**config.mk**
```make
export PLATFORM = sky130hd
export DESIGN_NAME = sfl_div
export DESIGN_NICKNAME = d
export VERILOG_FILES = /design/src/rtl/sfl_pkg.sv /design/src/rtl/sfl_div.sv
export SDC_FILE = /design/constraint.sdc
export NUM_CORES = 2
export LEC_CHECK = 0
export ABC_AREA = 1
export BUFFER_PORTS_ARGS = -buffer_cell sky130_fd_sc_hd__clkbuf_2
export CAP_MARGIN = 10
export CORE_ASPECT_RATIO = 1.4
export CORE_MARGIN = 5
export CORE_UTILIZATION = 40
export DETAILED_ROUTE_END_ITERATION = 7
export PLACE_DENSITY_LB_ADDON = 0.1
export SYNTH_ARGS = -nofsm -noshare
export SYNTH_HDL_FRONTEND = slang
export SYNTH_SLANG_ARGS = --single-unit
```
**constraint.sdc**
```tcl
create_clock -name clk -period 8 [get_ports clk]
set_clock_uncertainty 0.05 [all_clocks]
set_input_delay 1.2 -clock clk [delete_from_list [all_inputs] [get_ports clk]]
set_output_delay 1.2 -clock clk [all_outputs]
set_load 0.1 [all_outputs]
```
**src/rtl/sfl_pkg.sv**
```systemverilog
// Shared types, widths and codes for the sky-box face and texel lookup.
`default_nettype none

package sfl_pkg;

  localparam int COORD_BITS = 24;
  localparam int TEX_BITS   = 12;
  localparam int SIZE_BITS  = 13;
  localparam int MAG_BITS   = COORD_BITS;
  localparam int NUM_BITS   = COORD_BITS + 1;
  localparam int WIDE_BITS  = COORD_BITS + 2;
  localparam int QUOT_BITS  = SIZE_BITS;
  localparam int PROD_BITS  = NUM_BITS + SIZE_BITS;
  localparam int CAP_BITS   = (SIZE_BITS > TEX_BITS + 1) ? SIZE_BITS : TEX_BITS + 1;
  localparam int CFG_IDX_BITS = 2;

  localparam logic [2:0] FACE_FRONT = 3'd0;
  localparam logic [2:0] FACE_LEFT  = 3'd1;
  localparam logic [2:0] FACE_BACK  = 3'd2;
  localparam logic [2:0] FACE_RIGHT = 3'd3;
  localparam logic [2:0] FACE_TOP   = 3'd4;

  localparam logic [CFG_IDX_BITS-1:0] CFG_SKY_ENABLED = 2'd0;
  localparam logic [CFG_IDX_BITS-1:0] CFG_TEX_WIDTH   = 2'd1;
  localparam logic [CFG_IDX_BITS-1:0] CFG_TEX_HEIGHT  = 2'd2;

  typedef struct packed {
    logic signed [COORD_BITS-1:0] pos_x;
    logic signed [COORD_BITS-1:0] pos_y;
    logic signed [COORD_BITS-1:0] pos_z;
  } in_item_t;

  typedef struct packed {
    logic                hit;
    logic [2:0]          face;
    logic [TEX_BITS-1:0] texel_x;
    logic [TEX_BITS-1:0] texel_y;
  } out_item_t;

  // Face decision and the two ratios still to be divided
  typedef struct packed {
    logic                hit;
    logic [2:0]          face;
    logic [NUM_BITS-1:0] num_x;
    logic [NUM_BITS-1:0] num_y;
    logic [NUM_BITS-1:0] den_x;
    logic [NUM_BITS-1:0] den_y;
  } sel_t;

  typedef struct packed {
    logic       hit;
    logic [2:0] face;
  } tag_t;

  typedef struct packed {
    tag_t                 tag;
    logic [QUOT_BITS-1:0] quot_x;
    logic [QUOT_BITS-1:0] quot_y;
  } quot_t;

endpackage

`default_nettype wire

```
**src/rtl/sfl_div.sv**
```systemverilog
// Scale-and-divide pipeline: one multiply stage, then one restoring quotient bit per stage.
`default_nettype none

module sfl_div (
  input  wire logic                            clk,
  input  wire logic                            rst,
  input  wire logic                            in_valid,
  input  wire sfl_pkg::sel_t                   in_data,
  output logic                                 ready,
  input  wire logic [sfl_pkg::SIZE_BITS-1:0]   tex_width,
  input  wire logic [sfl_pkg::SIZE_BITS-1:0]   tex_height,
  output logic                                 out_valid,
  output sfl_pkg::quot_t                       out_data,
  input  wire logic                            down_ready
);

  localparam int QB = sfl_pkg::QUOT_BITS;
  localparam int NB = sfl_pkg::NUM_BITS;
  localparam int PB = sfl_pkg::PROD_BITS;

  logic                 st_v  [0:QB];
  logic                 rdy   [0:QB];
  logic [NB-1:0]        rem_x [0:QB];
  logic [NB-1:0]        rem_y [0:QB];
  logic [NB-1:0]        d_x   [0:QB];
  logic [NB-1:0]        d_y   [0:QB];
  logic [QB-1:0]        low_x [0:QB];
  logic [QB-1:0]        low_y [0:QB];
  logic [QB-1:0]        q_x   [0:QB];
  logic [QB-1:0]        q_y   [0:QB];
  sfl_pkg::tag_t        tag   [0:QB];
  logic [PB-1:0]        prod_x;
  logic [PB-1:0]        prod_y;

  assign ready = rdy[0];
  assign rdy[0] = !st_v[0] || rdy[1];

  // Product over 2^QB stays below the divisor, so it seeds the remainder
  assign prod_x = PB'(tex_width) * PB'(in_data.num_x);
  assign prod_y = PB'(tex_height) * PB'(in_data.num_y);

  always_ff @(posedge clk) begin
    if (rst) begin
      st_v[0] <= 1'b0;
    end else if (rdy[0]) begin
      st_v[0] <= in_valid;
    end
    if (rdy[0] && in_valid) begin
      rem_x[0]    <= prod_x[PB-1:QB];
      rem_y[0]    <= prod_y[PB-1:QB];
      low_x[0]    <= prod_x[QB-1:0];
      low_y[0]    <= prod_y[QB-1:0];
      d_x[0]      <= in_data.den_x;
      d_y[0]      <= in_data.den_y;
      q_x[0]      <= '0;
      q_y[0]      <= '0;
      tag[0].hit  <= in_data.hit;
      tag[0].face <= in_data.face;
    end
  end

  for (genvar k = 1; k <= QB; k++) begin : g_step
    logic [NB:0] tx;
    logic [NB:0] ty;
    logic        gex;
    logic        gey;

    if (k == QB) begin : g_last
      assign rdy[k] = !st_v[k] || down_ready;
    end else begin : g_mid
      assign rdy[k] = !st_v[k] || rdy[k+1];
    end

    always_comb begin
      tx  = {rem_x[k-1], low_x[k-1][QB-k]};
      ty  = {rem_y[k-1], low_y[k-1][QB-k]};
      gex = tx >= {1'b0, d_x[k-1]};
      gey = ty >= {1'b0, d_y[k-1]};
    end

    always_ff @(posedge clk) begin
      if (rst) begin
        st_v[k] <= 1'b0;
      end else if (rdy[k]) begin
        st_v[k] <= st_v[k-1];
      end
      if (rdy[k] && st_v[k-1]) begin
        rem_x[k] <= gex ? NB'(tx - {1'b0, d_x[k-1]}) : tx[NB-1:0];
        rem_y[k] <= gey ? NB'(ty - {1'b0, d_y[k-1]}) : ty[NB-1:0];
        q_x[k]   <= {q_x[k-1][QB-2:0], gex};
        q_y[k]   <= {q_y[k-1][QB-2:0], gey};
        low_x[k] <= low_x[k-1];
        low_y[k] <= low_y[k-1];
        d_x[k]   <= d_x[k-1];
        d_y[k]   <= d_y[k-1];
        tag[k]   <= tag[k-1];
      end
    end
  end

  assign out_valid       = st_v[QB];
  assign out_data.tag    = tag[QB];
  assign out_data.quot_x = q_x[QB];
  assign out_data.quot_y = q_y[QB];

endmodule

`default_nettype wire

```
Word level (Yosys, flattened, before mapping)

Memory sizes are Yosys's and may differ from the RTL's.
Cells that the tools add are included.

Bitwise operators: 14
$mul: 2
Add/subtract/negate cells: 26
$lt $le $gt $ge: 26
Reductions and logical operators: 42
Multiplexer cells: 112

Operators by type and width:

| kind                           | count |
|---|---|
| >= comparator 26 x 25 -> 1 bit | 26 |
| two-way mux 25 bit             | 26 |
| subtractor 25 bit              | 26 |
| two-way mux 1 bit              | 86 |
| multiplier 13 x 25 -> 38 bit   | 2 |
| logical AND 1 bit              | 14 |
| zero test 1 bit                | 14 |
| logical OR 1 bit               | 14 |
| OR 1 bit                       | 14 |

Memories kept: 10
Memory bits (writable): 2198
Output and inout bits: 32
Register bits after elaboration: 0
Logic and storage cells: 232
Input bits: 134

Memories:

| name            | words | bits a word | read ports | clocked after Yosys merged registers in | wr ports | RTL line      | source |
|---|---|---|---|---|---|---|---|
| d_x             | 14    | 25          | 13         | 0                                       | 14       | sfl_div.sv:25 | `logic [NB-1:0] d_x [0:QB];` |
| d_y             | 14    | 25          | 13         | 0                                       | 14       | sfl_div.sv:26 | `logic [NB-1:0] d_y [0:QB];` |
| rem_x           | 14    | 25          | 13         | 0                                       | 14       | sfl_div.sv:23 | `logic [NB-1:0] rem_x [0:QB];` |
| rem_y           | 14    | 25          | 13         | 0                                       | 14       | sfl_div.sv:24 | `logic [NB-1:0] rem_y [0:QB];` |
| low_x           | 14    | 13          | 13         | 0                                       | 14       | sfl_div.sv:27 | `logic [QB-1:0] low_x [0:QB];` |
| low_y           | 14    | 13          | 13         | 0                                       | 14       | sfl_div.sv:28 | `logic [QB-1:0] low_y [0:QB];` |
| 4 more memories | -     | -           | -          | -                                       | -        | -             |  |

Longest topological paths before layout

Depth after elaboration: 19
Gate-level depth with buffers: 25
Mapped depth without buffers: 23

Worst setup path after synthesis

No wires, ideal clock.

Path type: input to register
Start: input down_ready
End: memory d_x[2][0] (netlist name) (enable)
Buffers on the path: 0
Setup slack: 0.026 ns
Setup time: 0.624 ns
Stages on the path: 10
Data required time: 7.326 ns
Arrival: 7.300 ns
Cell sequence: inv_1 nand3_1 nor2_1 nand4_1 nor2_1 nand4_1 nor2_1 nand2_1 inv_1 nor2_1

RTL lines:

| element            | RTL line      | source |
|---|---|---|
| start: declaration | sfl_div.sv:14 | `input wire logic down_ready` |
| end: declaration   | sfl_div.sv:25 |  |

==> impl_metrics.env <==
export IMPL_cp_data_required_time_ns=8.57
export IMPL_syn_num_nets=14952
export IMPL_drt_first_pass_iters=6
export IMPL_final_min_period_over_clock_period=0.812
export IMPL_clockBufferDepth=4
export IMPL_drt_first_iter_violations=4451
export IMPL_rsz0062_at_grt="no"
export IMPL_end_kind="register"
export IMPL_grt_max_degree=116
export IMPL_first_pass_grt_wire_length_microns=559000
export IMPL_drt_wirelength_per_cell_microns=20.8
export IMPL_wl_microns=369000
export IMPL_finalNetCount=15082
export IMPL_pin_count=166
export IMPL_ir_worst_vdd_mv=0.367
export IMPL_fp_row_count=238
export IMPL_drc=0
export IMPL_grt_antenna_before_repair=11
export IMPL_global_route_usage_total=0.235
export IMPL_layout_drive_gt1_share=0.0479
export IMPL_die_width_microns=474
export IMPL_avgSynthCellArea_sq_um=8.95
export IMPL_tritoncts="built"
export IMPL_status="finished clean"
export IMPL_initial_standard_cell_utilization_of_the_core=0.402
export IMPL_fillers=29469
export IMPL_critPathLaunchType="input pin"
export IMPL_sequential_cell_area_fraction_in_the_yosys_report=0.432
export IMPL_slew_viol_final=0
export IMPL_final_antenna_net_count=0
export IMPL_mostFrequentLayoutCells="2943 x sky130_fd_sc_hd__nand2_1, 2784 x sky130_fd_sc_hd__inv_1, 1734 x sky130_fd_sc_hd__edfxtp_1"
export IMPL_post_synth_num_cell_types=50
export IMPL_grt_overflow_total=0
export IMPL_synth_cells=13472
export IMPL_grt_pass1_vias=94818
export IMPL_total_leakage_power_nw=60.2
export IMPL_ys_flop_type="sky130_fd_sc_hd__edfxtp_1"
export IMPL_clock_latency_ns=0.88
export IMPL_cts_sink_count=1734
export IMPL_timing_setup_critical_path_class="input pin to register"
export IMPL_synthesis_area_sq_um=121000
export IMPL_area_growth_synth_to_final_pct=9.07
export IMPL_detail_route_vias_per_cell=5.02
export IMPL_dpl_hpwl_microns=308000
export IMPL_min_period_ns=6.50
export IMPL_yosysWarnings=0
export IMPL_core_area_sq_um=300000
export IMPL_gp_routability_congestion=0.947
export IMPL_die_h_microns=660
export IMPL_cts_hold_buffers=0
export IMPL_mostFrequentLayoutCell="sky130_fd_sc_hd__nand2_1"
export IMPL_synth_edff_count=1734
export IMPL_clk_pin_slew_ns=0.06
export IMPL_achievable_frequency_mhz=154
export IMPL_num_vias=88922
export IMPL_yosys_register_bits=1734
export IMPL_place_port_buffers=165
export IMPL_max_slew_margin_rel=0.155
export IMPL_crit_fanout=25
export IMPL_setup_viol_count_final=0
export IMPL_min_delay_path_class="register to register"
export IMPL_cts_root_buffer="sky130_fd_sc_hd__clkbuf_16"
export IMPL_fin_setup_tns_ns=0
export IMPL_total_of_cells_resized_after_clock_tree_synthesis=0
export IMPL_cts_post_setup_buffers_inserted=0
export IMPL_cts_buffers_inserted=191
export IMPL_critical_path_arrival_ns=7.07
export IMPL_design_die_area_sq_um=313000
export IMPL_dp_cells=17369
export IMPL_pwr_density_cell_nw_per_um2=272
export IMPL_instances_no_fill=17719
export IMPL_async_reset_ff_frac=0
export IMPL_drv_cap=0
export IMPL_worst_slew_pin_transition_ns=1.26
export IMPL_timing_hold_violations_final=0
export IMPL_cts_htree_levels=4
Yosys cell counts, types with 7 or more instances:
cell / n / area share
sky130_fd_sc_hd__a21boi_0: 48 / 0.0030
sky130_fd_sc_hd__a21o_1: 57 / 0.0035
sky130_fd_sc_hd__a21oi_1: 854 / 0.035
sky130_fd_sc_hd__a21oi_2: 34 / 0.0025
sky130_fd_sc_hd__a21oi_4: 14 / 0.0019
sky130_fd_sc_hd__a31oi_1: 25 / 0.0013
sky130_fd_sc_hd__and2_1: 12 / 0.00062
sky130_fd_sc_hd__and3_1: 10 / 0.00052
sky130_fd_sc_hd__buf_1: 26 / 0.00081
sky130_fd_sc_hd__buf_2: 19 / 0.00079
sky130_fd_sc_hd__buf_4: 52 / 0.0032
sky130_fd_sc_hd__buf_6: 51 / 0.0048
sky130_fd_sc_hd__clkbuf_1: 113 / 0.0035
sky130_fd_sc_hd__edfxtp_1: 1734 / 0.43
sky130_fd_sc_hd__fa_1: 530 / 0.088
sky130_fd_sc_hd__ha_1: 816 / 0.085
sky130_fd_sc_hd__inv_1: 2791 / 0.087
sky130_fd_sc_hd__inv_2: 8 / 0.00025
sky130_fd_sc_hd__nand2_1: 2943 / 0.092
sky130_fd_sc_hd__nand3_1: 434 / 0.018
sky130_fd_sc_hd__nand3_2: 40 / 0.0033
sky130_fd_sc_hd__nand3_4: 10 / 0.0015
sky130_fd_sc_hd__nand3b_1: 7 / 0.00044
sky130_fd_sc_hd__nand4_1: 220 / 0.011
sky130_fd_sc_hd__nor2_1: 826 / 0.026
sky130_fd_sc_hd__nor3_1: 165 / 0.0068
sky130_fd_sc_hd__nor4_1: 54 / 0.0028
sky130_fd_sc_hd__o21a_1: 30 / 0.0019
sky130_fd_sc_hd__o21ai_0: 758 / 0.031
sky130_fd_sc_hd__o21ai_1: 160 / 0.0066
sky130_fd_sc_hd__o21ai_2: 31 / 0.0023
sky130_fd_sc_hd__o21ai_4: 8 / 0.0011
sky130_fd_sc_hd__o21bai_1: 80 / 0.0050
sky130_fd_sc_hd__or2_2: 17 / 0.00088
sky130_fd_sc_hd__xnor2_1: 141 / 0.010
sky130_fd_sc_hd__xor2_1: 330 / 0.024
layer usage:
| layer | global-route usage | routed length (microns) |
|---|---|---|
| met5 | 0 | 42 |
| met4 | 0.164 | 32200 |
| met3 | 0.0208 | 8890 |
| met1 | 0.217 | 121000 |
| met2 | 0.476 | 207000 |
power by group:
group	internal, mW	switching, mW
sequential	11.1	0.333
clock	5.22	3.75
combinational	5.15	10.3
total	21.5	14.4
area by class of cell:
cell class / count / area (sq um) / area share
inverters: 2799 / 10500 / 0.0801
clock inverters: 117 / 1290 / 0.00984
flip-flops and latches: 1734 / 52100 / 0.396
well taps: 3960 / 4950 / 0.0377
clock buffers: 220 / 4930 / 0.0375
multi-input cells: 8673 / 56500 / 0.429
diodes: 13 / 32.5 / 0.000247
repair buffers: 203 / 1240 / 0.00940
worst max-delay path: stages:
cell	delay, ns
sky130_fd_sc_hd__clkbuf_2	0.55
sky130_fd_sc_hd__nand2_1	0.19
sky130_fd_sc_hd__fa_1	0.56
sky130_fd_sc_hd__inv_1	0.06
sky130_fd_sc_hd__fa_1	0.48
sky130_fd_sc_hd__fa_1	0.55
sky130_fd_sc_hd__fa_1	0.55
sky130_fd_sc_hd__inv_1	0.06
sky130_fd_sc_hd__fa_1	0.53
sky130_fd_sc_hd__inv_1	0.04
sky130_fd_sc_hd__ha_1	0.39
sky130_fd_sc_hd__nand2_1	0.12
sky130_fd_sc_hd__nor2_1	0.13
sky130_fd_sc_hd__inv_1	0.11
sky130_fd_sc_hd__nor3_1	0.57
sky130_fd_sc_hd__nand4_1	0.31
sky130_fd_sc_hd__nand3_1	0.25
sky130_fd_sc_hd__a21oi_1	0.11
sky130_fd_sc_hd__xnor2_1	0.29
cell families (layout without fill, tap and decap cells):
group | Yosys count | in the layout | share of synthesized area
AOI/OAI and AO/OA | 2112 | 2112 | 0.0968
xor gates and xnor gates | 471 | 471 | 0.0342
adders and majority gates | 1346 | 1346 | 0.173
buffers and inverters | 3065 | 3339 | 0.101
DFF | 1734 | 1734 | 0.432
other | 0 | 13 | 0
and+or+nand+nor | 4744 | 4744 | 0.164
state kept, by name (all words and copies together) (netlist names):
signal,flops
rem_y,325
q_x,91
q_y,91
low_x,91
d_y,325
low_y,91
tag,56
d_x,325
st_v,14
rem_x,325
per-stage QoR:
| step | util | area, sq um | setup slack [ns] | hold WS (ns) | total power [mW] |
|---|---|---|---|---|---|
| after floorplan | - | 121000 | 0.0259 | 0.350 | 22.1 |
| after global placement | 0.417 | 125000 | 0.656 | 0.351 | 27.3 |
| after detailed placement | 0.417 | 125000 | 0.709 | 0.355 | 27.2 |
| after CTS | 0.438 | 131000 | 1.60 | 0.322 | 36.4 |
| after global routing | 0.438 | 132000 | 1.35 | 0.341 | 38.6 |
| final | 0.438 | 132000 | 1.50 | 0.324 | 35.8 |
path summary, 6_finish.rpt:
kind | slack [ns] | cells after the start | startpoint | endpoint
worst max-delay path | 1.50 | 19 | tex_height[8] | rem_y[0][13]
worst min-delay path | 0.32 | 0 | low_x[0][55] | low_x[0][68]
worst max register to register | 3.95 | 11 | d_x[9][2] | rem_x[1][71]
worst min register to register | 0.32 | 0 | low_x[0][55] | low_x[0][68]
(Power assumes the default switching activity.)
