[src/rtl/sfl_pkg.sv]
// Shared types, widths and codes for the sky-box face and texel lookup.
`default_nettype none

package sfl_pkg;

  localparam int COORD_BITS = 24;
  localparam int TEX_BITS   = 12;
  localparam int SIZE_BITS  = 13;
  localparam int MAG_BITS   = COORD_BITS;
  localparam int NUM_BITS   = COORD_BITS + 1;
  localparam int WIDE_BITS  = COORD_BITS + 2;
  localparam int QUOT_BITS  = SIZE_BITS;
  localparam int PROD_BITS  = NUM_BITS + SIZE_BITS;
  localparam int CAP_BITS   = (SIZE_BITS > TEX_BITS + 1) ? SIZE_BITS : TEX_BITS + 1;
  localparam int CFG_IDX_BITS = 2;

  localparam logic [2:0] FACE_FRONT = 3'd0;
  localparam logic [2:0] FACE_LEFT  = 3'd1;
  localparam logic [2:0] FACE_BACK  = 3'd2;
  localparam logic [2:0] FACE_RIGHT = 3'd3;
  localparam logic [2:0] FACE_TOP   = 3'd4;

  localparam logic [CFG_IDX_BITS-1:0] CFG_SKY_ENABLED = 2'd0;
  localparam logic [CFG_IDX_BITS-1:0] CFG_TEX_WIDTH   = 2'd1;
  localparam logic [CFG_IDX_BITS-1:0] CFG_TEX_HEIGHT  = 2'd2;

  typedef struct packed {
    logic signed [COORD_BITS-1:0] pos_x;
    logic signed [COORD_BITS-1:0] pos_y;
    logic signed [COORD_BITS-1:0] pos_z;
  } in_item_t;

  typedef struct packed {
    logic                hit;
    logic [2:0]          face;
    logic [TEX_BITS-1:0] texel_x;
    logic [TEX_BITS-1:0] texel_y;
  } out_item_t;

  // Face decision and the two ratios still to be divided
  typedef struct packed {
    logic                hit;
    logic [2:0]          face;
    logic [NUM_BITS-1:0] num_x;
    logic [NUM_BITS-1:0] num_y;
    logic [NUM_BITS-1:0] den_x;
    logic [NUM_BITS-1:0] den_y;
  } sel_t;

  typedef struct packed {
    logic       hit;
    logic [2:0] face;
  } tag_t;

  typedef struct packed {
    tag_t                 tag;
    logic [QUOT_BITS-1:0] quot_x;
    logic [QUOT_BITS-1:0] quot_y;
  } quot_t;

endpackage

`default_nettype wire

[src/rtl/sfl_face_sel.sv]
// Two-stage face selection: clamp and magnitudes, then face test and ratio setup.
`default_nettype none

module sfl_face_sel (
  input  wire logic              clk,
  input  wire logic              rst,
  input  wire logic              in_valid,
  input  wire sfl_pkg::in_item_t in_item,
  output logic                   ready,
  input  wire logic              sky_enabled,
  output logic                   out_valid,
  output sfl_pkg::sel_t          out_data,
  input  wire logic              down_ready
);

  typedef struct packed {
    logic [sfl_pkg::MAG_BITS-1:0]          y;
    logic [sfl_pkg::MAG_BITS-1:0]          ax;
    logic [sfl_pkg::MAG_BITS-1:0]          az;
    logic signed [sfl_pkg::COORD_BITS-1:0] x;
    logic signed [sfl_pkg::COORD_BITS-1:0] z;
  } pre_t;

  logic  v1;
  pre_t  pre;
  pre_t  pre_next;
  logic  r1;
  logic  r2;
  sfl_pkg::sel_t sel_next;

  logic signed [sfl_pkg::WIDE_BITS-1:0] wx;
  logic signed [sfl_pkg::WIDE_BITS-1:0] wy;
  logic signed [sfl_pkg::WIDE_BITS-1:0] wz;
  logic signed [sfl_pkg::WIDE_BITS-1:0] wax;
  logic signed [sfl_pkg::WIDE_BITS-1:0] waz;
  logic signed [sfl_pkg::WIDE_BITS-1:0] nx;
  logic signed [sfl_pkg::WIDE_BITS-1:0] ny;
  logic [sfl_pkg::MAG_BITS-1:0]         m;
  logic                                 half_y;
  logic                                 z_neg;
  logic                                 z_pos;
  logic                                 x_neg;
  logic                                 x_pos;

  assign r2    = !out_valid || down_ready;
  assign r1    = !v1 || r2;
  assign ready = r1;

  // Stage 1: clamp y, take magnitudes
  always_comb begin
    pre_next.x  = in_item.pos_x;
    pre_next.z  = in_item.pos_z;
    pre_next.y  = in_item.pos_y[sfl_pkg::COORD_BITS-1] ? '0 :
                  sfl_pkg::MAG_BITS'(in_item.pos_y);
    pre_next.ax = in_item.pos_x[sfl_pkg::COORD_BITS-1] ?
                  sfl_pkg::MAG_BITS'(-in_item.pos_x) : sfl_pkg::MAG_BITS'(in_item.pos_x);
    pre_next.az = in_item.pos_z[sfl_pkg::COORD_BITS-1] ?
                  sfl_pkg::MAG_BITS'(-in_item.pos_z) : sfl_pkg::MAG_BITS'(in_item.pos_z);
  end

  always_ff @(posedge clk) begin
    if (rst) begin
      v1 <= 1'b0;
    end else if (r1) begin
      v1 <= in_valid;
    end
    if (r1 && in_valid) begin
      pre <= pre_next;
    end
  end

  // Stage 2: first face in priority order, numerators and denominators
  always_comb begin
    wx  = {{2{pre.x[sfl_pkg::COORD_BITS-1]}}, pre.x};
    wz  = {{2{pre.z[sfl_pkg::COORD_BITS-1]}}, pre.z};
    wy  = {2'b00, pre.y};
    wax = {2'b00, pre.ax};
    waz = {2'b00, pre.az};
    z_neg = pre.z[sfl_pkg::COORD_BITS-1];
    z_pos = !z_neg && (pre.z != '0);
    x_neg = pre.x[sfl_pkg::COORD_BITS-1];
    x_pos = !x_neg && (pre.x != '0);
    nx = '0;
    ny = '0;
    m  = '0;
    half_y = 1'b0;
    sel_next.hit  = 1'b0;
    sel_next.face = sfl_pkg::FACE_FRONT;
    if (!sky_enabled) begin
      sel_next.hit = 1'b0;
    end else if (pre.y != '0 && pre.ax <= pre.y && pre.az <= pre.y) begin
      sel_next.hit = 1'b1; sel_next.face = sfl_pkg::FACE_TOP;
      m = pre.y; nx = wy - wx; ny = wy + wz; half_y = 1'b1;
    end else if (z_neg && pre.ax <= pre.az && pre.y <= pre.az) begin
      sel_next.hit = 1'b1; sel_next.face = sfl_pkg::FACE_FRONT;
      m = pre.az; nx = waz + wx; ny = waz - wy;
    end else if (z_pos && pre.ax <= pre.az && pre.y <= pre.az) begin
      sel_next.hit = 1'b1; sel_next.face = sfl_pkg::FACE_BACK;
      m = pre.az; nx = waz - wx; ny = waz - wy;
    end else if (x_pos && pre.az <= pre.ax && pre.y <= pre.ax) begin
      sel_next.hit = 1'b1; sel_next.face = sfl_pkg::FACE_LEFT;
      m = pre.ax; nx = wax + wz; ny = wax - wy;
    end else if (x_neg && pre.az <= pre.ax && pre.y <= pre.ax) begin
      sel_next.hit = 1'b1; sel_next.face = sfl_pkg::FACE_RIGHT;
      m = pre.ax; nx = wax - wz; ny = wax - wy;
    end
    sel_next.num_x = nx[sfl_pkg::NUM_BITS-1:0];
    sel_next.num_y = ny[sfl_pkg::NUM_BITS-1:0];
    if (sel_next.hit) begin
      sel_next.den_x = {m, 1'b0};
      sel_next.den_y = half_y ? {m, 1'b0} : {1'b0, m};
    end else begin
      sel_next.den_x = sfl_pkg::NUM_BITS'(1);
      sel_next.den_y = sfl_pkg::NUM_BITS'(1);
    end
  end

  always_ff @(posedge clk) begin
    if (rst) begin
      out_valid <= 1'b0;
    end else if (r2) begin
      out_valid <= v1;
    end
    if (r2 && v1) begin
      out_data <= sel_next;
    end
  end

endmodule

`default_nettype wire

[config.mk]
export PLATFORM = sky130hd
export DESIGN_NAME = sfl_face_sel
export DESIGN_NICKNAME = d
export VERILOG_FILES = /design/src/rtl/sfl_pkg.sv /design/src/rtl/sfl_face_sel.sv
export SDC_FILE = /design/constraint.sdc
export NUM_CORES = 1
export LEC_CHECK = 0
export BUFFER_PORTS_ARGS = -buffer_cell sky130_fd_sc_hd__buf_2
export CAP_MARGIN = 40
export CORE_UTILIZATION = 56
export DETAILED_ROUTE_END_ITERATION = 7
export GPL_TIMING_DRIVEN = 0
export PLACE_DENSITY = 0.81
export RECOVER_POWER = 100
export SYNTH_ARGS = -nofsm -noshare
export SYNTH_HDL_FRONTEND = slang
export SYNTH_SLANG_ARGS = --single-unit
[constraint.sdc]
create_clock -name clk -period 5.4 [get_ports clk]
set_input_delay 0.27 -clock clk [delete_from_list [all_inputs] [get_ports clk]]
set_output_delay 0.27 -clock clk [all_outputs]
set_load 0.01 [all_outputs]
; ---- Word level (Yosys, flattened, before mapping)
; Cells that the tools add are included.
[op_classes]
add_sub_neg = 10
magnitude_cmp = 6
mux = 28
bitwise_logic = 1
reduce_logical = 26
[op_table]
columns = cell, n
row1 = $mux W25, 11
row2 = $le A24 B24 Y1, 6
row3 = $mux W24, 6
row4 = $add A25 B24 Y25, 3
row5 = $sub A25 B24 Y25, 3
row6 = $reduce_bool A24 Y1, 3
row7 = $sub A24 B24 Y25, 2
row8 = $neg A24 Y24, 2
row9 = $mux W23, 2
row10 = $mux W26, 1
row11 = $mux W4, 5
row12 = $logic_and A1 B1 Y1, 14
row13 = $logic_not A1 Y1, 4
row14 = $reduce_or A4 Y1, 1
row15 = $mux W1, 3
row16 = $reduce_or A3 Y1, 1
row17 = $logic_or A1 B1 Y1, 2
row18 = $reduce_and A2 Y1, 1
row19 = $not A1 Y1, 1
[totals]
register_bits = 226
in_bits = 77
out_inout_bits = 106

; ---- Logic depth before layout (Yosys ltp)
; Gate-level depths: netlist of the first run.
[logic_depth]
ltp_word = 11
ltp_mapped = 15
mapped_depth_nobuf = 14

; ---- Worst setup path after synthesis of the first run
; No wires, ideal clock.
[synth_path]
path_kind = register to register
from = register out_valid
to = register out_data[0] (netlist name) (enable)
setup_ns = 0.580
arrival_time_ns = 5.110
slack_ns = -0.290
path_stages_with_launch = 3
n_path_buf = 0
synth_period_minus_slack_ns = 5.690
cell_sequence = dfxtp_1 > nor2b_1 > nor2b_1
[synth_via]
elab_chain_len = 3
[synth_lines]
columns = item, line_no
row1 = start: declaration, sfl_face_sel.sv:11  ; output logic out_valid,
row2 = start signal: assignment, sfl_face_sel.sv:122  ; out_valid <= v1;
row3 = $logic_not A1 Y1, sfl_face_sel.sv:45  ; assign r2 = !out_valid || down_ready;
row4 = $logic_or A1 B1 Y1, sfl_face_sel.sv:45
row5 = $logic_and A1 B1 Y1, sfl_face_sel.sv:124  ; if (r2 && v1) begin
row6 = end signal: assignment, sfl_face_sel.sv:125  ; out_data <= sel_next;
row7 = end: declaration, sfl_face_sel.sv:12  ; output sfl_pkg::sel_t out_data,
; Every way passes these cells.
; A chain may end at the register's enable or synchronous reset.

; ---- Final worst setup path of the first run
[layout_path]
from = register pre[110] (netlist name)
to = register out_data[92] (netlist name) (data pin)
[layout_via]
elab_chain_len = 7
word_cells_on_any_way = 17
[layout_lines]
columns = item, line_no
row1 = start: declaration, sfl_face_sel.sv:25  ; pre_t pre;
row2 = start signal: assignment, sfl_face_sel.sv:68  ; pre <= pre_next;
row3 = $le A24 B24 Y1, "sfl_face_sel.sv:100, sfl_face_sel.sv:103"
row4 = $logic_and A1 B1 Y1, sfl_face_sel.sv:103  ; end else if (x_neg && pre.az <= pre.ax && pre.y <= pre.ax) begin
row5 = $mux W25, sfl_face_sel.sv:103
row6 = $mux W25, sfl_face_sel.sv:100  ; end else if (x_pos && pre.az <= pre.ax && pre.y <= pre.ax) begin
row7 = $mux W25, sfl_face_sel.sv:97  ; end else if (z_pos && pre.ax <= pre.az && pre.y <= pre.az) begin
row8 = $mux W25, sfl_face_sel.sv:94  ; end else if (z_neg && pre.ax <= pre.az && pre.y <= pre.az) begin
row9 = $mux W25 *, sfl_face_sel.sv:91  ; end else if (pre.y != '0 && pre.ax <= pre.y && pre.az <= pre.y) begin
; Every way passes the cells marked *; elsewhere a longest branch is shown, timed or not.

==> results of run 1 <==
==> final cells by class <==
type	instances	area [um^2]	share of cell area [%]
clock buffers	29	641	2.86
plain buffers	85	337	1.50
multi-input cells	1715	12100	53.9
repair buffers	249	1330	5.95
well taps	455	569	2.54
diodes	1	2.50	0.0112
inverters	169	634	2.83
clock inverters	15	138	0.614
flip-flops and latches	223	6680	29.8
==> how the worst max path moves through the flow <==
stage                                       endpoint  slack (ns)                   start  cells past startpoint
after CTS                 out_data[92]$_SDFFCE_PN0P_        0.06  pre[111]$_SDFFCE_PP0P_                     14
after floorplan               pre[100]$_SDFFCE_PP0P_        1.56  out_valid$_SDFFE_PP0P_                      3
after global routing      out_data[69]$_SDFFCE_PN0P_        0.07  pre[102]$_SDFFCE_PP0P_                     12
final                     out_data[92]$_SDFFCE_PN0P_        0.09  pre[110]$_SDFFCE_PP0P_                     13
after global placement    out_data[92]$_SDFFCE_PN0P_        0.13  pre[111]$_SDFFCE_PP0P_                     14
after detailed placement  out_data[92]$_SDFFCE_PN0P_         0.1  pre[111]$_SDFFCE_PP0P_                     14
==> synthesized netlist by cell type (45+ instances only) <==
master / instances / area, um^2
a21o_1: 91 / 683
a21oi_1: 194 / 971
clkbuf_1: 66 / 248
edfxtp_1: 221 / 6640
ha_1: 212 / 2650
inv_1: 168 / 631
nand2_1: 150 / 563
nor2_1: 153 / 574
nor2b_1: 48 / 300
nor3_1: 45 / 225
o21ai_0: 124 / 621
xnor2_1: 88 / 771
==> power by group <==
group | internal, uW | leakage (uW) | total (uW) | switching (uW)
clock | 945 | 0.000371 | 1670 | 721
combinational | 861 | 0.00668 | 2400 | 1540
sequential | 2090 | 0.00214 | 2280 | 193
total | 3900 | 0.00919 | 6350 | 2450
==> per-stage QoR <==
stage | total power, uW | worst slack [ns] | instances
after global placement | 4540 | 0.131 | 2829
after floorplan | 3780 | 1.56 | 2192
after CTS | 6280 | 0.0610 | 2937
after global routing | 6570 | 0.0665 | 2940
after detailed placement | 4590 | 0.0966 | 2842
final | 6350 | 0.0899 | 2941
==> worst register-to-register path: stages (launching register included) <==
cell and delay, ns:
edfxtp_1 0.72, inv_1 0.15, ha_1 0.41, and3_1 0.29
a311o_1 0.38, a211oi_2 0.57, o21ai_1 0.22, and2_0 0.23
nor2_2 0.48, nand2_2 0.41, inv_2 0.47, clkbuf_4 0.48
nand3_1 0.18, o21ai_1 0.16
==> sequential cells by signal (all words and copies together) (netlist names) <==
signal,cells
out_data,104
out_valid,1
pre,117
v1,1
==> what timing repair did <==
item / in CTS / in global routing
buffers inserted: 0 / 3
resized for setup: 0 / 1
endpoints found under the hold margin: 51 / 0
hold buffers: 51 / 0
endpoints found under the setup margin: 0 / 3
==> cell families after synthesis <==
kind of cell | Yosys count | synth area share (%)
other cells | 1 | 0.0190
flops | 223 | 33.9
mux | 2 | 0.108
fa+ha+maj | 220 | 14.3
buf+inv | 254 | 4.94
xor+xnor | 125 | 5.55
compound gates | 764 | 26.2
simple gates | 603 | 15.1
==> routing by layer <==
| layer | wire length [um] | GRT usage [%] | vias up |
|---|---|---|---|
| li1 | - | - | 8834 |
| met1 | 30200 | 56.8 | 9199 |
| met2 | 32800 | 63.2 | 1465 |
| met3 | 10200 | 10.8 | 290 |
| met4 | 5720 | 26.7 | 0 |
| met5 | 0 | 0 | - |
==> metrics.cfg, run 1 <==
[critical_path]
max_stage_delay_ns=0.72
rr_endpoint=out_data[92]$_SDFFCE_PN0P_
rr_startpoint=pre[110]$_SDFFCE_PP0P_
regToRegSetupSlack_ns=0.09
slowest_stage=edfxtp_1
critPathTopFamily=simple AND/OR/NAND/NOR gates
path_class=register to register
cp_common_cell=o21ai_1
crit_path_max_fanout=10
ff2ff_path_depth=13
arrival_ns=5.69
cp-start-kind=register
crit_buf_inv=3
required_ns=5.78
crit_path_cell_trace=inv_1 -> ha_1 -> and3_1 -> a311o_1 -> a211oi_2 -> o21ai_1 -> and2_0 -> nor2_2 -> nand2_2 -> inv_2 -> clkbuf_4 -> nand3_1 -> o21ai_1
cp-end-kind=register

[timing]
fin_skew_ns=0.0206
fin_crit_sh_pct=98.3
worst_pin_slew_ns=3.60
rsz0062_at_grt=false
fin_setup_tns_ns=0
drv_slew=153
whs_ns=0.0141
max_freq_mhz=188
layout_min_cycle_time_ns=5.31
finalSetupViolations=0
slew_headroom_pct=-140
hold_viol=0

[yosys]
synthesis.nets=2489
synth_seq_cells=223
ys_warn_count=0
synth_edf_count=221
synth_cells=2192
synth-async-reset-ratio_pct=0
syn_avg_cell_area_um2=9.00
synth_cell_types=85
syn_area_um2=19700
yosysSeqAreaShare_pct=33.9
synthFlopType=edfxtp_1

[clock_tree]
cts_max_level=1
path_clk_slew_ns=0.07
cts_tree=built
clock-root-buffer=clkbuf_16
insertion_delay_ns=0.56
cts_made_buffers=25
ctsLongestPathBuffers=3
cts.sinks=223

[min_path]
holdPathStages=2
holdCritPathClass=primary input to register
holdPathEnd=pre[99]$_SDFFCE_PP0P_
hold_start=in_item[27]

[routing]
drcViolationCount=0
num_vias=19800
totalWireLength_um=78900
drtIter0Drc=2646
first_pass_iters=6
viasPerCell=6.73
wl_per_cell_um=26.8
ant_nets=0

[global_routing]
grt_pass1_wl_um=114000
grt_usage_pct=43.1
antenna_found_initial=1
grt_max_degree=65
grt_pass1_vias=18300
gr-total-overflow=0

[place]
hpwlAfterDp_um=61400
port_buffers=182
dpl_cell_area_um2=21400
gp_congestion=1.06

[finish]
area.growth.synth_to_final_pct=13.6
post-route-util_pct=64.7
fillers=2943
final_common_cell=clkbuf_1
layout-drive-gt1-share_pct=4.71
final_cell_mix=clkbuf_1, edfxtp_1, ha_1
fin_area_um2=22400
final_nets=2765

[floorplan]
die_h_um=190
io_pins=183
die_width_um=190
core_um2=34600
dieArea_um2=36000
initial_utilization_pct=56.9
rows=68

[run]
max_cap_viol_count=4

[status]
violations=max-capacitance violations, max-slew violations
status=finished with violations

[pwr]
p_leak_uw=0.00919
power_density_nw_per_um2=283
irDropWorstVdd_mv=0.276

Note: power is estimated with default switching activity, not from simulation.
==> inputs of run 2 (changes only) <==
--- a/config.mk
+++ b/config.mk
@@ -7,10 +7,11 @@
 export LEC_CHECK = 0
 export BUFFER_PORTS_ARGS = -buffer_cell sky130_fd_sc_hd__buf_2
 export CAP_MARGIN = 40
-export CORE_UTILIZATION = 56
+export CORE_ASPECT_RATIO = 1.25
+export CORE_UTILIZATION = 35
 export DETAILED_ROUTE_END_ITERATION = 7
 export GPL_TIMING_DRIVEN = 0
-export PLACE_DENSITY = 0.81
+export PLACE_DENSITY = 0.56
 export RECOVER_POWER = 100
 export SYNTH_ARGS = -nofsm -noshare
 export SYNTH_HDL_FRONTEND = slang
==> metrics.cfg, run 2 (synthesis gave the netlist of run 1 again) <==
[clock_tree]
cts_tree=built
cts_made_buffers=24
insertion_delay_ns=0.58
cts_max_level=1
clock-root-buffer=clkbuf_16
cts.sinks=223
path_clk_slew_ns=0.07
ctsLongestPathBuffers=3

[timing]
finalSetupViolations=0
layout_min_cycle_time_ns=5.36
hold_viol=0
fin_skew_ns=0.0158
drv_slew=89
fin_crit_sh_pct=99.3
setup_ws_ns=0.0370
slew_headroom_pct=-184
whs_ns=0.00982
rsz0062_at_grt=false
max_freq_mhz=186
worst_pin_slew_ns=4.26

[finish]
layoutNonFillerInstCount=3240
fillers=5662
area.growth.synth_to_final_pct=16.6
final_common_cell=clkbuf_1
layout-drive-gt1-share_pct=5.15
final_cell_mix=clkbuf_1, edfxtp_1, ha_1
regMostFlops=pre
final_nets=2784
largest_reg_flops=117
largest_registers=pre x117, out_data x104

[global_routing]
grt_max_degree=62
grt_usage_pct=29.9
grt_util_met1_pct=38.5
grt_util_met3_pct=3.16
gr-total-overflow=0
grt_pass1_vias=18100
antenna_found_initial=2
gr-max-usage-layer=met2
grt_pass1_wl_um=125000
use_met2_pct=50.0

[floorplan]
initial_utilization_pct=35.7
rows=96
dieArea_um2=57300
die_h_um=267
die_width_um=214
core_um2=55300
io_pins=183

[status]
violations=max-capacitance violations, max-slew violations
status=finished with violations

[run]
max_cap_viol_count=2

[critical_path]
cp-start-kind=register
arrival_ns=5.67
max_stage_delay_ns=0.80
cp-end-kind=register
cp_common_cell=o21ai_0
slowest_stage=edfxtp_1
crit_path_max_fanout=10
path_class=register to register
crit_path_cell_trace=inv_1 -> ha_1 -> a21oi_1 -> a21boi_0 -> a311o_1 -> a211oi_2 -> a31o_1 -> or2_0 -> clkbuf_1 -> o22ai_1 -> o21ai_0 -> nand4b_1 -> o21ai_0
required_ns=5.71

[routing]
totalWireLength_um=88400
viasPerCell=5.91
num_vias=19200
ant_nets=0
wl_per_cell_um=27.3
first_pass_iters=6
drcViolationCount=0
drtIter0Drc=1843

[pwr]
internal_power_uw=3930
pwr-share-seq_pct=35.5
irDropWorstVdd_mv=0.265
p_comb_share_pct=38.2
power_density_nw_per_um2=281
p_leak_uw=0.00934
clkPwrFrac_pct=26.3
switching_share_pct=39.1
switching_power_uw=2530

[place]
place_ws_ns=-0.0564
port_buffers=182
dp_cells=3132
gp_congestion=0.966
hpwlAfterDp_um=70500

[min_path]
holdCritPathClass=primary input to register

==> run 2: cell types whose count changed in the layout (fill, tap and decap cells not counted), sizes merged <==
cell	change
inv	-3
clkdlybuf4s18	-1
dlygate4sd3	+13
buf	+12
bufinv	+1
clkbuf	-7
clkinv	+7
clkinvlp	-3
==> run 2: power groups by stage <==
stage          Sequential [uW]  Combinational [uW]  Clock (uW)
2_1_floorplan             2240                1540           0
5_1_grt                   2300                2660        1800
6_report                  2290                2470        1700
3_3_place_gp              2330                2340           0
4_1_cts                   2290                2460        1730
3_5_place_dp              2320                2410           0
==> run 2: worst max-delay path: cells and delay by family, from the launching register on <==
kind	cells	cell delay, ns
compound gates	8	2.56
fa+ha+maj	1	0.38
buf+inv	2	0.78
flops	1	0.80
simple gates	2	0.57
==> run 2: routing by layer <==
layer / share of wire (%) / vias to the layer above
met5: 0 / -
met4: 5.5 / 0
met3: 5.6 / 170
met2: 47 / 772
met1: 42 / 9349
li1: - / 8867
==> run 2: path summary, 6_finish.rpt <==
check                                       startpoint                         end  slack, ns  cells past startpoint
worst min-delay path                       in_item[28]      pre[100]$_SDFFCE_PP0P_       0.01                      2
worst max register to register  pre[111]$_SDFFCE_PP0P_  out_data[81]$_SDFFCE_PN0P_       0.04                     13
worst max-delay path            pre[111]$_SDFFCE_PP0P_  out_data[81]$_SDFFCE_PN0P_       0.04                     13
worst min register to register         v1$_SDFFE_PP0N_      out_valid$_SDFFE_PP0P_       0.54                      2
==> run 2: final cells by class <==
class,instances,area (um^2),area share (%)
antenna,1,2.50,0.0109
buffer,85,342,1.49
clock buffer,26,608,2.64
clock inverter,17,171,0.745
inverter,169,634,2.76
multi-input combinational,1715,12100,52.5
sequential,223,6680,29.0
tap,735,920,4.00
timing repair buffer,269,1570,6.83
==> run 2: what timing repair did <==
item | in CTS | in global routing
pin swaps | 0 | 0
hold endpoints to repair | 64 | 0
hold buffers | 64 | 0
gates cloned | 0 | 0
setup endpoints to repair | 1 | 4
gates resized for setup | 1 | 1
setup buffers | 0 | 0
==> run 2: through the flow <==
stage          TNS (ns)  util (%)  area [um^2]  power [uW]
2_1_floorplan         0         -        19700        3780
3_3_place_gp     -0.540      39.0        21600        4680
3_5_place_dp    -0.0564      39.6        21900        4730
4_1_cts               0      42.2        23300        6470
5_1_grt               0      41.6        23000        6760
6_report              0      41.6        23000        6460
